$ cat src/utf8_stream_decoder_assert.svh
// Assertion macros for the UTF-8 stream decoder.
// Used by the queue and back-end modules; no other dependencies.
`ifndef UTF8_STREAM_DECODER_ASSERT_SVH
`define UTF8_STREAM_DECODER_ASSERT_SVH

// Property that must hold at every clock edge out of reset.
`define UTF8D_ASSERT_ALWAYS(label, clk, rst, expr) \
   label: assert property (@(posedge clk) disable iff (rst) (expr)) \
      else $error("utf8d: check failed");

// Consequent must hold in the same cycle as the antecedent.
`define UTF8D_ASSERT_IMPLY(label, clk, rst, ante, cons) \
   label: assert property (@(posedge clk) disable iff (rst) (ante) |-> (cons)) \
      else $error("utf8d: check failed");

// Consequent must hold in the cycle after the antecedent.
`define UTF8D_ASSERT_NEXT(label, clk, rst, ante, cons) \
   label: assert property (@(posedge clk) disable iff (rst) (ante) |=> (cons)) \
      else $error("utf8d: check failed");

`endif

$ cat src/utf8d_pkg.sv
// Shared types and constants for the UTF-8 stream decoder.
// No dependencies; compiled first.
`timescale 1ns / 1ps
`default_nettype none

package utf8d_pkg;

   localparam int CP_W                = 21;
   localparam int BYTE_W              = 8;
   localparam int TRAIL_BITS          = 6;
   localparam int DEFAULT_QUEUE_DEPTH = 2;

   localparam logic [BYTE_W-1:0] LEAD2_MASK = 8'h1F;
   localparam logic [BYTE_W-1:0] LEAD3_MASK = 8'h0F;
   localparam logic [BYTE_W-1:0] LEAD4_MASK = 8'h07;
   localparam logic [BYTE_W-1:0] TRAIL_MASK = 8'h3F;

   typedef enum logic [2:0] {
      ST_OK        = 3'd0,
      ST_BAD_LEAD  = 3'd1,
      ST_BAD_TRAIL = 3'd2,
      ST_TRUNC     = 3'd3,
      ST_NUL       = 3'd4
   } status_type;

   typedef enum logic [2:0] {
      CLS_NUL,
      CLS_ASCII,
      CLS_LEAD2,
      CLS_LEAD3,
      CLS_LEAD4,
      CLS_TRAIL,
      CLS_BAD
   } byte_cls_type;

   typedef struct packed {
      byte_cls_type      cls;
      logic [BYTE_W-1:0] data;
      logic              eoi;
   } item_type;

   typedef struct packed {
      logic     valid;
      item_type item;
   } head_type;

endpackage

`default_nettype wire

$ cat src/utf8d_if.sv
// Valid/ready channel interfaces for byte requests and decoded responses.
// Depends on utf8d_pkg.
`timescale 1ns / 1ps
`default_nettype none

interface utf8d_req_if;
   logic                         valid;
   logic                         ready;
   logic [utf8d_pkg::BYTE_W-1:0] in_byte;
   logic                         end_of_input;

   modport source (output valid, output in_byte, output end_of_input, input ready);
   modport sink   (input valid, input in_byte, input end_of_input, output ready);
endinterface

interface utf8d_rsp_if;
   logic                       valid;
   logic                       ready;
   logic [utf8d_pkg::CP_W-1:0] code_point;
   logic [2:0]                 status;
   logic                       final_result;

   modport source (output valid, output code_point, output status, output final_result,
                   input ready);
   modport sink   (input valid, input code_point, input status, input final_result,
                   output ready);
endinterface

`default_nettype wire

$ cat src/utf8d_front.sv
// Front end: takes request transfers, classifies each byte and registers it.
// Depends on utf8d_pkg and utf8d_if.
`timescale 1ns / 1ps
`default_nettype none

module utf8d_front (
   input  wire logic               clock,
   input  wire logic               reset,
   utf8d_req_if.sink               req,
   output utf8d_pkg::item_type     push_item,
   output logic                    push_valid,
   input  wire logic               push_ready
);
   import utf8d_pkg::*;

   logic     valid_ff;
   logic     valid_in;
   item_type item_ff;
   item_type item_in;
   logic     take;
   byte_cls_type cls;

   always_comb begin
      case (req.in_byte) inside
         8'h00:           cls = CLS_NUL;
         [8'h01:8'h7F]:   cls = CLS_ASCII;
         [8'h80:8'hBF]:   cls = CLS_TRAIL;
         [8'hC0:8'hDF]:   cls = CLS_LEAD2;
         [8'hE0:8'hEF]:   cls = CLS_LEAD3;
         [8'hF0:8'hF7]:   cls = CLS_LEAD4;
         default:         cls = CLS_BAD;
      endcase
   end

   assign req.ready = !valid_ff || push_ready;
   assign take      = req.valid && req.ready;

   always_comb begin
      valid_in = valid_ff;
      item_in  = item_ff;
      if (take) begin
         valid_in     = 1'b1;
         item_in.cls  = cls;
         item_in.data = req.in_byte;
         item_in.eoi  = req.end_of_input;
      end else if (push_ready) begin
         valid_in = 1'b0;
      end
   end

   always_ff @(posedge clock) begin
      if (reset) begin
         valid_ff <= 1'b0;
      end else begin
         valid_ff <= valid_in;
      end
      item_ff <= item_in;
   end

   assign push_valid = valid_ff;
   assign push_item  = item_ff;

endmodule

`default_nettype wire

$ cat src/utf8d_queue.sv
// Short queue of classified bytes between the front and back ends.
// Depends on utf8d_pkg and the assertion macro header.
`timescale 1ns / 1ps
`default_nettype none
`include "utf8_stream_decoder_assert.svh"

module utf8d_queue #(
   parameter int DEPTH = utf8d_pkg::DEFAULT_QUEUE_DEPTH
) (
   input  wire logic                clock,
   input  wire logic                reset,
   input  wire logic                push_valid,
   input  wire utf8d_pkg::item_type push_item,
   output logic                     push_ready,
   output utf8d_pkg::head_type      head,
   input  wire logic                pop
);
   import utf8d_pkg::*;

   localparam int PTR_W = (DEPTH > 1) ? $clog2(DEPTH) : 1;
   localparam int CNT_W = $clog2(DEPTH + 1);

   item_type         mem_ff [DEPTH];
   logic [PTR_W-1:0] wr_ptr_ff;
   logic [PTR_W-1:0] wr_ptr_in;
   logic [PTR_W-1:0] rd_ptr_ff;
   logic [PTR_W-1:0] rd_ptr_in;
   logic [CNT_W-1:0] cnt_ff;
   logic [CNT_W-1:0] cnt_in;
   logic             push_fire;

   assign push_ready = (cnt_ff != CNT_W'(DEPTH));
   assign push_fire  = push_valid && push_ready;
   assign head.valid = (cnt_ff != '0);
   assign head.item  = mem_ff[rd_ptr_ff];

   always_comb begin
      wr_ptr_in = wr_ptr_ff;
      rd_ptr_in = rd_ptr_ff;
      cnt_in    = cnt_ff;
      if (push_fire) begin
         wr_ptr_in = (wr_ptr_ff == PTR_W'(DEPTH - 1)) ? '0 : wr_ptr_ff + PTR_W'(1);
      end
      if (pop) begin
         rd_ptr_in = (rd_ptr_ff == PTR_W'(DEPTH - 1)) ? '0 : rd_ptr_ff + PTR_W'(1);
      end
      if (push_fire && !pop) begin
         cnt_in = cnt_ff + CNT_W'(1);
      end else if (pop && !push_fire) begin
         cnt_in = cnt_ff - CNT_W'(1);
      end
   end

   always_ff @(posedge clock) begin
      if (reset) begin
         wr_ptr_ff <= '0;
         rd_ptr_ff <= '0;
         cnt_ff    <= '0;
      end else begin
         wr_ptr_ff <= wr_ptr_in;
         rd_ptr_ff <= rd_ptr_in;
         cnt_ff    <= cnt_in;
      end
      if (push_fire) begin
         mem_ff[wr_ptr_ff] <= push_item;
      end
   end

   `UTF8D_ASSERT_ALWAYS(a_cnt_bound, clock, reset, cnt_ff <= CNT_W'(DEPTH))
   `UTF8D_ASSERT_IMPLY(a_pop_nonempty, clock, reset, pop, cnt_ff != '0)
   `UTF8D_ASSERT_NEXT(a_push_grows, clock, reset, push_fire && !pop, cnt_ff == $past(cnt_ff) + 1)

endmodule

`default_nettype wire

$ cat src/utf8d_back.sv
// Back end: runs the decode state machine and holds the response register.
// Depends on utf8d_pkg, utf8d_if and the assertion macro header.
`timescale 1ns / 1ps
`default_nettype none
`include "utf8_stream_decoder_assert.svh"

module utf8d_back (
   input  wire logic                clock,
   input  wire logic                reset,
   input  wire utf8d_pkg::head_type head,
   output logic                     pop,
   utf8d_rsp_if.source              rsp
);
   import utf8d_pkg::*;

   typedef enum logic [3:0] {
      S_IDLE  = 4'b0001,
      S_NEED1 = 4'b0010,
      S_NEED2 = 4'b0100,
      S_NEED3 = 4'b1000
   } dec_state_type;

   dec_state_type     state_ff;
   dec_state_type     state_in;
   logic [CP_W-1:0]   partial_ff;
   logic [CP_W-1:0]   partial_in;
   logic              rsp_valid_ff;
   logic              rsp_valid_in;
   logic [CP_W-1:0]   cp_ff;
   status_type        status_ff;
   logic              final_ff;
   logic              emit;
   logic              lead_seen;
   logic [CP_W-1:0]   res_cp;
   status_type        res_st;
   logic [CP_W-1:0]   trail6;
   item_type          item;

   assign item   = head.item;
   assign pop    = head.valid && (!rsp_valid_ff || rsp.ready);
   assign trail6 = CP_W'(item.data & TRAIL_MASK);

   always_comb begin
      state_in   = state_ff;
      partial_in = partial_ff;
      emit       = 1'b0;
      lead_seen  = 1'b0;
      res_cp     = '0;
      res_st     = ST_OK;
      case (state_ff)
         S_IDLE: begin
            case (item.cls)
               CLS_NUL: begin
                  emit   = 1'b1;
                  res_st = ST_NUL;
               end
               CLS_ASCII: begin
                  emit   = 1'b1;
                  res_cp = CP_W'(item.data);
               end
               CLS_LEAD2: begin
                  lead_seen  = 1'b1;
                  state_in   = S_NEED1;
                  partial_in = CP_W'(item.data & LEAD2_MASK) << TRAIL_BITS;
               end
               CLS_LEAD3: begin
                  lead_seen  = 1'b1;
                  state_in   = S_NEED2;
                  partial_in = CP_W'(item.data & LEAD3_MASK) << (2 * TRAIL_BITS);
               end
               CLS_LEAD4: begin
                  lead_seen  = 1'b1;
                  state_in   = S_NEED3;
                  partial_in = CP_W'(item.data & LEAD4_MASK) << (3 * TRAIL_BITS);
               end
               default: begin
                  emit   = 1'b1;
                  res_st = ST_BAD_LEAD;
               end
            endcase
         end
         S_NEED1: begin
            emit       = 1'b1;
            state_in   = S_IDLE;
            partial_in = '0;
            if (item.cls == CLS_TRAIL) begin
               res_cp = partial_ff | trail6;
            end else begin
               res_st = ST_BAD_TRAIL;
            end
         end
         S_NEED2: begin
            lead_seen  = 1'b1;
            state_in   = S_NEED1;
            partial_in = partial_ff | (trail6 << TRAIL_BITS);
         end
         S_NEED3: begin
            lead_seen  = 1'b1;
            state_in   = S_NEED2;
            partial_in = partial_ff | (trail6 << (2 * TRAIL_BITS));
         end
         default: begin
            state_in   = S_IDLE;
            partial_in = '0;
         end
      endcase
      // drop a broken sequence as a bad trail; flag an unfinished one at end of input
      if (lead_seen && state_ff != S_IDLE && item.cls != CLS_TRAIL) begin
         emit       = 1'b1;
         res_st     = ST_BAD_TRAIL;
         state_in   = S_IDLE;
         partial_in = '0;
      end else if (lead_seen && item.eoi) begin
         emit       = 1'b1;
         res_st     = ST_TRUNC;
         state_in   = S_IDLE;
         partial_in = '0;
      end
   end

   always_comb begin
      rsp_valid_in = rsp_valid_ff;
      if (pop) begin
         rsp_valid_in = emit;
      end else if (rsp.ready) begin
         rsp_valid_in = 1'b0;
      end
   end

   always_ff @(posedge clock) begin
      if (reset) begin
         state_ff     <= S_IDLE;
         partial_ff   <= '0;
         rsp_valid_ff <= 1'b0;
      end else begin
         rsp_valid_ff <= rsp_valid_in;
         if (pop) begin
            state_ff   <= state_in;
            partial_ff <= partial_in;
         end
      end
      if (pop && emit) begin
         cp_ff     <= res_cp;
         status_ff <= res_st;
         final_ff  <= item.eoi;
      end
   end

   assign rsp.valid        = rsp_valid_ff;
   assign rsp.code_point   = cp_ff;
   assign rsp.status       = status_ff;
   assign rsp.final_result = final_ff;

   `UTF8D_ASSERT_IMPLY(a_err_zero_cp, clock, reset, rsp_valid_ff && status_ff != ST_OK, cp_ff == '0)
   `UTF8D_ASSERT_NEXT(a_eoi_idle, clock, reset, pop && item.eoi, state_ff == S_IDLE)
   `UTF8D_ASSERT_NEXT(a_eoi_result, clock, reset, pop && item.eoi, rsp_valid_ff && final_ff)

endmodule

`default_nettype wire

$ cat src/utf8_stream_decoder.sv
// Streaming UTF-8 decoder, one byte per request transfer, at most one response per byte.
// A final byte passes the front register, the queue and the response register.
// Throughput: one byte per cycle unless stalled; the queue lets each end stall alone.
// Reset (synchronous, active high) empties the front stage and queue and returns
// the decoder to idle with no response pending.
// Depends on utf8d_pkg, utf8d_if, utf8d_front, utf8d_queue and utf8d_back.
`timescale 1ns / 1ps
`default_nettype none

module utf8_stream_decoder #(
   parameter int QUEUE_DEPTH = utf8d_pkg::DEFAULT_QUEUE_DEPTH
) (
   input  wire logic   clock,
   input  wire logic   reset,
   utf8d_req_if.sink   req_chan,
   utf8d_rsp_if.source rsp_chan
);
   import utf8d_pkg::*;

   item_type push_item;
   logic     push_valid;
   logic     push_ready;
   head_type head;
   logic     pop;

   utf8d_front u_front (
      .clock      (clock),
      .reset      (reset),
      .req        (req_chan),
      .push_item  (push_item),
      .push_valid (push_valid),
      .push_ready (push_ready)
   );

   utf8d_queue #(
      .DEPTH (QUEUE_DEPTH)
   ) u_queue (
      .clock      (clock),
      .reset      (reset),
      .push_valid (push_valid),
      .push_item  (push_item),
      .push_ready (push_ready),
      .head       (head),
      .pop        (pop)
   );

   utf8d_back u_back (
      .clock (clock),
      .reset (reset),
      .head  (head),
      .pop   (pop),
      .rsp   (rsp_chan)
   );

endmodule

`default_nettype wire
$ cat src/flat_wrapper.sv
// flat-port wrapper written by rule: the top's interface ports become plain ports
module utf8_stream_decoder_flat import utf8d_pkg::*;
#(
   parameter int QUEUE_DEPTH = utf8d_pkg::DEFAULT_QUEUE_DEPTH
)
  (clock, reset, req_chan_valid, req_chan_in_byte, req_chan_end_of_input, req_chan_ready, rsp_chan_valid, rsp_chan_code_point, rsp_chan_status, rsp_chan_final_result, rsp_chan_ready);
  utf8d_req_if req_chan_i ();
  utf8d_rsp_if rsp_chan_i ();
  input  wire logic clock;
  input  wire logic reset;
  input wire logic [$bits(req_chan_i.valid)-1:0] req_chan_valid;
  input wire logic [$bits(req_chan_i.in_byte)-1:0] req_chan_in_byte;
  input wire logic [$bits(req_chan_i.end_of_input)-1:0] req_chan_end_of_input;
  output wire logic [$bits(req_chan_i.ready)-1:0] req_chan_ready;
  output wire logic [$bits(rsp_chan_i.valid)-1:0] rsp_chan_valid;
  output wire logic [$bits(rsp_chan_i.code_point)-1:0] rsp_chan_code_point;
  output wire logic [$bits(rsp_chan_i.status)-1:0] rsp_chan_status;
  output wire logic [$bits(rsp_chan_i.final_result)-1:0] rsp_chan_final_result;
  input wire logic [$bits(rsp_chan_i.ready)-1:0] rsp_chan_ready;
  assign req_chan_i.valid = req_chan_valid;
  assign req_chan_i.in_byte = req_chan_in_byte;
  assign req_chan_i.end_of_input = req_chan_end_of_input;
  assign req_chan_ready = req_chan_i.ready;
  assign rsp_chan_valid = rsp_chan_i.valid;
  assign rsp_chan_code_point = rsp_chan_i.code_point;
  assign rsp_chan_status = rsp_chan_i.status;
  assign rsp_chan_final_result = rsp_chan_i.final_result;
  assign rsp_chan_i.ready = rsp_chan_ready;
  utf8_stream_decoder #(.QUEUE_DEPTH(QUEUE_DEPTH)) u_core (.clock(clock), .reset(reset), .req_chan(req_chan_i), .rsp_chan(rsp_chan_i));
endmodule
$ cat config.mk
export PLATFORM = sky130hd
export DESIGN_NAME = utf8_stream_decoder_flat
export DESIGN_NICKNAME = d
export VERILOG_FILES = /design/src/utf8d_pkg.sv /design/src/utf8d_if.sv /design/src/utf8d_front.sv /design/src/utf8d_queue.sv /design/src/utf8d_back.sv /design/src/utf8_stream_decoder.sv /design/src/flat_wrapper.sv
export VERILOG_INCLUDE_DIRS = /design/src /design/src/src
export SDC_FILE = /design/constraint.sdc
export NUM_CORES = 1
export LEC_CHECK = 0
export BUFFER_PORTS_ARGS = -buffer_cell sky130_fd_sc_hd__buf_2
export CORE_MARGIN = 5
export CORE_UTILIZATION = 40
export DETAILED_ROUTE_END_ITERATION = 10
export PLACE_DENSITY = 0.65
export SYNTH_ARGS = -nofsm -noshare
export SYNTH_HDL_FRONTEND = slang
export SYNTH_SLANG_ARGS = --single-unit
export TNS_END_PERCENT = 1
$ cat constraint.sdc
create_clock -name clock -period 6.19 [get_ports clock]
set_input_delay 0.3095 -clock clock [delete_from_list [all_inputs] [get_ports clock]]
set_output_delay 0.3095 -clock clock [all_outputs]
set_load 0.01 [all_outputs]
==> summary by stage, run 1 <==
Global route
The via count of the first global-routing pass is 1,963. The global router's overall resource usage is 12.4%. Global routing consumed, on the met3 layer, 2.94% of the routing resources. The layer with the highest usage after global routing is met2. The met1 track demand over resource is 16.4%. The number of antenna violations at the first check in global routing is 0. Summed over all layers, the global routing overflow is 0. The maximum number of pins on one net before global-route repair is 26. The met2 track utilization from global routing is 18.5%. The global-route wire length before repair is 9670 µm.

Logic synthesis
The area of the mapped netlist is 0.00340 mm². Yosys attributes the largest share of cell area to sky130_fd_sc_hd__edfxtp_1, sky130_fd_sc_hd__dfxtp_1, sky130_fd_sc_hd__o2bb2ai_1. sky130_fd_sc_hd__edfxtp_1 takes more of the synthesized area than any other cell.

The sequential-to-total area share from yosys stat is 69.2%. The average size of a mapped cell is 13.7 µm². Yosys mapped the design onto 45 distinct sky130hd cell types. The prevailing post-synth register cell is sky130_fd_sc_hd__edfxtp_1. After synthesis the netlist holds a flip-flop and latch count of 87. Counting every instance in the synthesized netlist gives 249.

The net count after synthesis is 263. The proportion of netlist area held by the largest area contributor is 53.9%. The number of warnings printed during yosys synthesis is 0. The post-synthesis async set-or-reset flop share is 0%.

In this run, synthesis inferred 61 flip-flops with an integrated enable.

Clock tree
The H-tree was split into 3 levels. The total of hold buffers inserted after clock tree synthesis is 0. TritonCTS built the clock tree. The clock root buffer is sky130_fd_sc_hd__clkbuf_8. The number of setup buffers added after CTS is 0. Counting along the longest clock path gives a buffer depth of 2. The CTS sink count is 87. The clock transition time at the flip-flop clock pins of the worst setup and hold paths is 0.09 ns. For the worst-skew pair, the clock arrives at the later sink with an insertion delay of 0.37 ns.

The number of CTS-inserted buffers is 9. The number of gates given a new drive strength after cts is 0.

Final layout
The layout net count is 308. The area occupied by multi-input gates is 993 µm². The number of antenna repair diodes is 0. Compared with the post-synthesis result, the final layout area differs by 15.0%. The most common library cell in the layout ignoring fill and taps is sky130_fd_sc_hd__edfxtp_1. The top cell types in the final layout, fill and taps aside, are sky130_fd_sc_hd__edfxtp_1, sky130_fd_sc_hd__buf_2, sky130_fd_sc_hd__dfxtp_1, sky130_fd_sc_hd__nand2_1, sky130_fd_sc_hd__nor2_1. The fill cell instance count of the final layout is 768. The register area is 0.00235 mm². The share of layout cells above drive strength 1 is 22.4%.

Route
Detailed routing inserted a total of 2,021 vias. The DRC marker count from the first detailed-route iteration is 54. The number of detailed-routing iterations run before antenna repair is 4. In the routed design, unresolved DRC markers number 0. The total wirelength of the detailed-routed design is 5830 µm. The count of antenna-violating nets left after detailed routing is 0. Using the TritonRoute via totals, the vias-per-cell ratio works out to 5.00.

The average routed wire per standard cell is 14.4 µm.

Worst setup path
The buffering stage count on the worst path with inverters included is 1. In this run the worst path has a maximum fanout of 25. At the worst endpoint, the arrival time is 2.86 ns. For flop-to-flop paths, the worst setup slack is 3.33 ns. The critical path class is reg2reg. The startpoint kind of the worst setup timing path is a flop. The master of the slowest instance on the critical path is sky130_fd_sc_hd__dfxtp_1.

STA classifies the critical path endpoint as a flop. The category of cells accounting for the largest share of critical-path delay is flip-flops. The required arrival time at the worst endpoint is 6.19 ns.

On the worst path, the slowest cell contributes a delay of 0.84 ns. Walking the worst path, the cells encountered are nand2b_4, o22ai_2, o21ai_2, a21oi_4, a31o_1, inv_1.

STA
The worst path needs 2.86 ns of the cycle, external delays included. The number of hold-slack violations in the final timing report came to 0. The final worst clock skew is 0.0127 ns.

The number of slew-limit violations in the final report came to 0. Setup repair after global routing left no endpoint under its margin. For the pin with the worst max-slew slack, the measured transition is 1.00 ns. Measured against its own limit, the worst slew margin works out to 33.0%. The worst slack on hold paths is 0.117 ns. The final critical path takes up 46.2% of the cycle. In the final timing run, aggregate negative setup slack is 0 ns. The highest attainable clock frequency is 0.349 GHz. The number of endpoints failing setup at the final stage is 0.

Placed design
The sum of net half-perimeters after detailed placement is 4190 µm. The count of buffers added on input and output ports is 39. Routability-driven placement finished with a final weighted congestion of 0.861.

Floorplan
The core outline area is 0.00826 mm². 40 I/O pins were placed. The initial core utilization is 41.2%. The overall die width is 102 µm. After floorplanning, the core was divided into 33 placement rows. The floorplan step defined a die boundary enclosing 0.0104 mm². The die is 102 µm tall.

Min path
The class of the worst hold path is in2reg. The worst hold path begins at req_chan_end_of_input.

Status
The run finished with clean final reports.

Flow run
The tool flagged a number of max-cap violations equal to 0.

Power and ir drop
The power per unit of standard cell area is 436 mW/mm². The leakage power of the design is 1.43 nW. The largest vdd supply drop is 153 µV.
cell families (layout without fill, tap and decap cells):
kind of cell	after synthesis	after routing	share of synthesized area, %
AOI/OAI and AO/OA	48	48	11.2
xor gates and xnor gates	5	5	1.29
muxes	10	10	2.94
DFF	87	87	69.2
adders and majority gates	1	1	0.368
buffers and inverters	12	62	1.58
and+or+nand+nor	86	86	13.4
flip-flops by register name, indices dropped and copies added, names as in the netlist, named ones only:
register	cells
u_core.u_back.rsp.status	3
u_core.u_queue.rd_ptr_ff	1
u_core.u_front.push_item	12
u_core.u_back.rsp.code_point	21
u_core.u_queue.wr_ptr_ff	1
u_core.u_front.push_valid	1
u_core.u_back.rsp.final_result	1
u_core.u_queue.mem_ff	24
u_core.u_back.state_ff	4
u_core.u_queue.cnt_ff	2
u_core.u_back.partial_ff	15
u_core.u_back.rsp.valid	1
worst paths after layout:
| kind | endpoint | depth (start not counted) |
|---|---|---|
| max reg2reg | u_core.u_back.rsp.code_point[18]$_SDFFCE_PN0P_ | 6 |
| min | u_core.u_front.push_item[0]$_DFFE_PP_ | 1 |
| min reg2reg | u_core.u_queue.mem_ff[1][9]$_DFFE_PP_ | 0 |
| max | u_core.u_back.rsp.code_point[18]$_SDFFCE_PN0P_ | 6 |
report_power, final:
part	switching (W)	internal (W)
sequential	0.0000620	0.000771
clock	0.000211	0.000204
combinational	0.000289	0.000168
layout make-up:
class / count / area share [%]
multi-input cells: 150 / 25.4
inverters: 7 / 0.672
well taps: 105 / 3.36
repair buffers: 39 / 4.99
clock buffers: 10 / 3.52
clock inverters: 6 / 1.89
flip-flops and latches: 87 / 60.2
metrics by stage:
| stage | util [%] | worst slack, ns | power [W] | cell area [µm²] | instances |
|---|---|---|---|---|---|
| finish | 47.3 | 3.33 | 0.00170 | 3910 | 404 |
| detailed placement | 44.8 | 3.29 | 0.00131 | 3700 | 388 |
| CTS | 47.3 | 3.29 | 0.00172 | 3910 | 404 |
| global route | 47.3 | 3.13 | 0.00181 | 3910 | 404 |
| floorplan | - | 4.06 | 0.00117 | 3400 | 249 |
| global placement | 44.8 | 3.36 | 0.00130 | 3700 | 388 |
synth_stat cells (3+ instances only):
cell,number
sky130_fd_sc_hd__nand2b_1,5
sky130_fd_sc_hd__a21oi_1,6
sky130_fd_sc_hd__nor2_1,19
sky130_fd_sc_hd__nand2_1,21
sky130_fd_sc_hd__a211oi_1,3
sky130_fd_sc_hd__xor2_1,4
sky130_fd_sc_hd__dfxtp_1,26
sky130_fd_sc_hd__nor2b_1,3
sky130_fd_sc_hd__o2bb2ai_1,13
sky130_fd_sc_hd__and2_1,15
sky130_fd_sc_hd__o21ai_0,6
sky130_fd_sc_hd__nand3b_1,3
sky130_fd_sc_hd__nand3_1,6
sky130_fd_sc_hd__mux2i_1,10
sky130_fd_sc_hd__and3_1,3
sky130_fd_sc_hd__nor3_1,3
sky130_fd_sc_hd__inv_1,7
sky130_fd_sc_hd__edfxtp_1,61
layer usage:
| layer | vias to the layer above | routed length [µm] |
|---|---|---|
| met5 | - | 0 |
| met4 | 0 | 153 |
| met3 | 10 | 364 |
| met2 | 56 | 2680 |
| met1 | 945 | 2630 |
| li1 | 1010 | - |
Power figures use the tool's default switching activity.
==> run 2, diff against run 1 <==
--- a/config.mk
+++ b/config.mk
@@ -6,6 +6,7 @@
 export SDC_FILE = /design/constraint.sdc
 export NUM_CORES = 1
 export LEC_CHECK = 0
+export ABC_AREA = 1
 export BUFFER_PORTS_ARGS = -buffer_cell sky130_fd_sc_hd__buf_2
 export CORE_MARGIN = 5
 export CORE_UTILIZATION = 40
==> constraint.sdc (replaced) <==
create_clock -name clock -period 2.7 [get_ports clock]
set_input_delay 0.135 -clock clock [delete_from_list [all_inputs] [get_ports clock]]
set_output_delay 0.135 -clock clock [all_outputs]
set_load 0.01 [all_outputs]
==> summary by stage, run 2 <==
Floorplan
The I/O pin count is 40. The core outline area is 0.00933 mm². The initial core utilization is 41.3%.

In this run the vertical extent of the chip is 108 µm. The die covers 0.0117 mm². In this run the core area contains 35 standard-cell rows. The overall die width is 108 µm.

Logic synthesis
The area of the mapped netlist is 0.00385 mm². The netlist uses 35 different library cells. Counting instances in the post-synthesis netlist gives the leading cell types as sky130_fd_sc_hd__nand2_1, sky130_fd_sc_hd__edfxtp_1, sky130_fd_sc_hd__inv_1. The sequential-to-total area share from yosys stat is 61.0%.

Counting every instance in the synthesized netlist gives 374. By area the synthesized netlist is led by sky130_fd_sc_hd__edfxtp_1, sky130_fd_sc_hd__dfxtp_1, sky130_fd_sc_hd__nand2_1. The number of warnings printed during yosys synthesis is 0.

Counting flops with a built-in enable in the synthesized netlist gives 61. For this run, asynchronously set or reset flops after synthesis account for 0%. The post-synthesis register bit count is 87. The net count after synthesis is 388. A synthesized cell averages 10.3 µm².

The proportion of netlist area held by the largest area contributor is 47.5%. The most common cell in the netlist is sky130_fd_sc_hd__nand2_1. The most used flip-flop cell after synthesis is sky130_fd_sc_hd__edfxtp_1. The biggest area consumer among synthesized cells is sky130_fd_sc_hd__edfxtp_1.

STA
The number of hold-slack violations in the final timing report came to 0. Based on the critical path, the design can be clocked at up to 0.427 GHz. The number of slew-limit violations in the final report is 0. The post-route minimum period is 2.34 ns. The normalized max-slew margin is 58.8%. The final worst clock skew is 0.0128 ns. After routing, the total negative slack on setup checks comes to 0 ns. Setup repair after global routing left no endpoint under its margin. The number of endpoints failing setup at the final stage is 0.

At the pin with the least slew margin, the transition time is 0.617 ns. The fraction of the cycle the final worst path needs is 86.7%.

Route
Dividing the detail-routed via count by the number of cells gives 4.68. The DRC marker count from the first detailed-route iteration is 98. Summed over all layers, the routed wires come to 7130 µm. In the routed design, unresolved DRC markers number 0.

The number of detailed-routing iterations run before antenna repair is 4. Dividing the detail-routed wire length by the instance count gives 12.7 µm. The count of antenna-violating nets left after detailed routing is 0. The count of vias placed by the detailed router is 2,623.

Global route
The first global-routing pass estimated 11,600 µm of wire. Global routing finished with a remaining overflow of 0. In the global route stage, overall resource usage came out at 12.8%. Entering global routing, the biggest net connects 26 pins. The via count of the first global-routing pass is 2,462. The number of antenna violations at the first check in global routing came to 0.

Final layout
The layout net count is 440. Once layout is complete, the utilization of the core stands at 47.1%. The register name with the most flops is u_core.u_queue.mem_ff.

The share of layout cells above drive strength 1 is 21.3%. The filler cells instantiated in the layout total 867. The most common library cell in the layout ignoring fill and taps is sky130_fd_sc_hd__nand2_1. The number of antenna repair diodes is 0. In the layout the commonest cells are sky130_fd_sc_hd__nand2_1, sky130_fd_sc_hd__edfxtp_1, sky130_fd_sc_hd__inv_1, sky130_fd_sc_hd__nor2_1, sky130_fd_sc_hd__buf_2. The area added between synthesis and finish is 13.9%. The flip-flop count of the largest register after layout is 24.

Flow run
The reported max-cap violation count is 0.

Placed design
At the end of routability-driven placement, the weighted congestion stood at 0.932. The sum of net half-perimeters after detailed placement is 5220 µm. The number of buffers added on ports is 39.

Clock tree
The maximum level of the CTS H-tree is 3. TritonCTS built the clock tree. In this run, CTS created clock tree buffers numbering 9.

The maximum clock insertion buffer count is 2. The CTS sink count is 87. In this run the clock root is driven by a sky130_fd_sc_hd__clkbuf_8. The worst-skew pair later-pin latency is 0.35 ns.

After clock tree synthesis, the repair step resized 0 gates. The clock transition time at the flip-flop clock pins of the worst setup and hold paths is 0.09 ns.

Worst setup path
The endpoint kind of the worst setup timing path is a flop. The startpoint kind of the worst setup timing path is a flop. The critical path in this run is classified as reg2reg.

The endpoint arrival time on the critical path is 2.44 ns. The worst-path maximum fanout is 25. The required arrival time at the worst endpoint is 2.80 ns.

Power and ir drop
The largest vdd supply drop is 412 µV. In this run the static leakage power is 1.78 nW. The power per unit of standard cell area is 1070 mW/mm².

Min path
The class of the worst hold path is in2reg.

Status
The run finished with clean final reports.
==> run 2: cell types whose count changed after synthesis, sizes merged, moves of 13 or more <==
cell and delta:
nand3 +23, a21oi +17, o21ai +17, nor2 +22
inv +44, and2 -15, o2bb2ai -13, nand2 +65
==> run 2: path summary, 6_finish.rpt <==
check | start | to | slack [ns] | cells after the start
min | req_chan_in_byte[6] | u_core.u_front.push_item[7]$_DFFE_PP_ | 0.02 | 1
min reg2reg | u_core.u_front.push_item[5]$_DFFE_PP_ | u_core.u_queue.mem_ff[1][5]$_DFFE_PP_ | 0.45 | 0
max reg2reg | flop | u_core.u_back.rsp.status[2]$_SDFFCE_PP0P_ | 0.36 | 10
max | flop | u_core.u_back.rsp.status[2]$_SDFFCE_PP0P_ | 0.36 | 10
==> run 2: worst max-delay path: stages (launching register included) <==
cell and delay, ns:
sky130_fd_sc_hd__dfxtp_1 0.72, sky130_fd_sc_hd__inv_4 0.18, sky130_fd_sc_hd__nand2_1 0.12, sky130_fd_sc_hd__nand2_2 0.09
sky130_fd_sc_hd__nand3_4 0.14, sky130_fd_sc_hd__nand3_2 0.10, sky130_fd_sc_hd__nand2_4 0.16, sky130_fd_sc_hd__nand2_4 0.09
sky130_fd_sc_hd__o21ai_1 0.20, sky130_fd_sc_hd__inv_1 0.10, sky130_fd_sc_hd__buf_12 0.17
==> run 2: repair_timing <==
action,in CTS,in global routing
buffers inserted,0,0
endpoints found under the hold margin,8,0
hold buffers,8,0
==> run 2: area by class of cell <==
| cell class | count | area (µm²) | area share (%) |
|---|---|---|---|
| flip-flops and latches | 87 | 2350 | 53.6 |
| clock inverters | 6 | 45.0 | 1.03 |
| clock buffers | 10 | 128 | 2.91 |
| inverters | 51 | 201 | 4.59 |
| repair buffers | 50 | 310 | 7.07 |
| well taps | 129 | 161 | 3.68 |
| multi-input cells | 227 | 1190 | 27.2 |
==> run 2: logic make-up (layout without fill, tap and decap cells) <==
group / Yosys count / after routing / share of synthesized area, %
AND/OR/NAND/NOR: 171 / 171 / 22.2
adder cells (fa/ha/maj): 1 / 1 / 0.325
flip-flops: 87 / 87 / 61.0
buffers and inverters: 60 / 117 / 8.05
AO/OA/AOI/OAI: 55 / 55 / 8.37
==> run 2: routing by layer <==
metal  track usage, %  up-vias  part of all wire [%]
met5                0        -                     0
met2             20.8       60                    48
met4             5.14        0                   2.2
met3             3.22       11                   4.3
met1             16.2     1207                    46
li1                 -     1345                     -
==> run 2: stage by stage <==
| stage | setup WS, ns | hold slack (ns) | total power (W) | instances | area [µm²] |
|---|---|---|---|---|---|
| detailed placement | 0.370 | 0.313 | 0.00394 | 536 | 4140 |
| CTS | 0.350 | 0.0108 | 0.00475 | 560 | 4390 |
| global placement | 0.482 | 0.314 | 0.00391 | 536 | 4140 |
| finish | 0.360 | 0.0244 | 0.00469 | 560 | 4390 |
| floorplan | 0.574 | 0.197 | 0.00350 | 374 | 3850 |
| global route | 0.156 | 0.0118 | 0.00503 | 560 | 4390 |
==> run 2: power by group <==
group	switching, W	internal, W	total (W)
combinational	0.00126	0.000623	0.00188
sequential	0.000144	0.00188	0.00202
clock	0.000452	0.000338	0.000789
total	0.00186	0.00284	0.00469
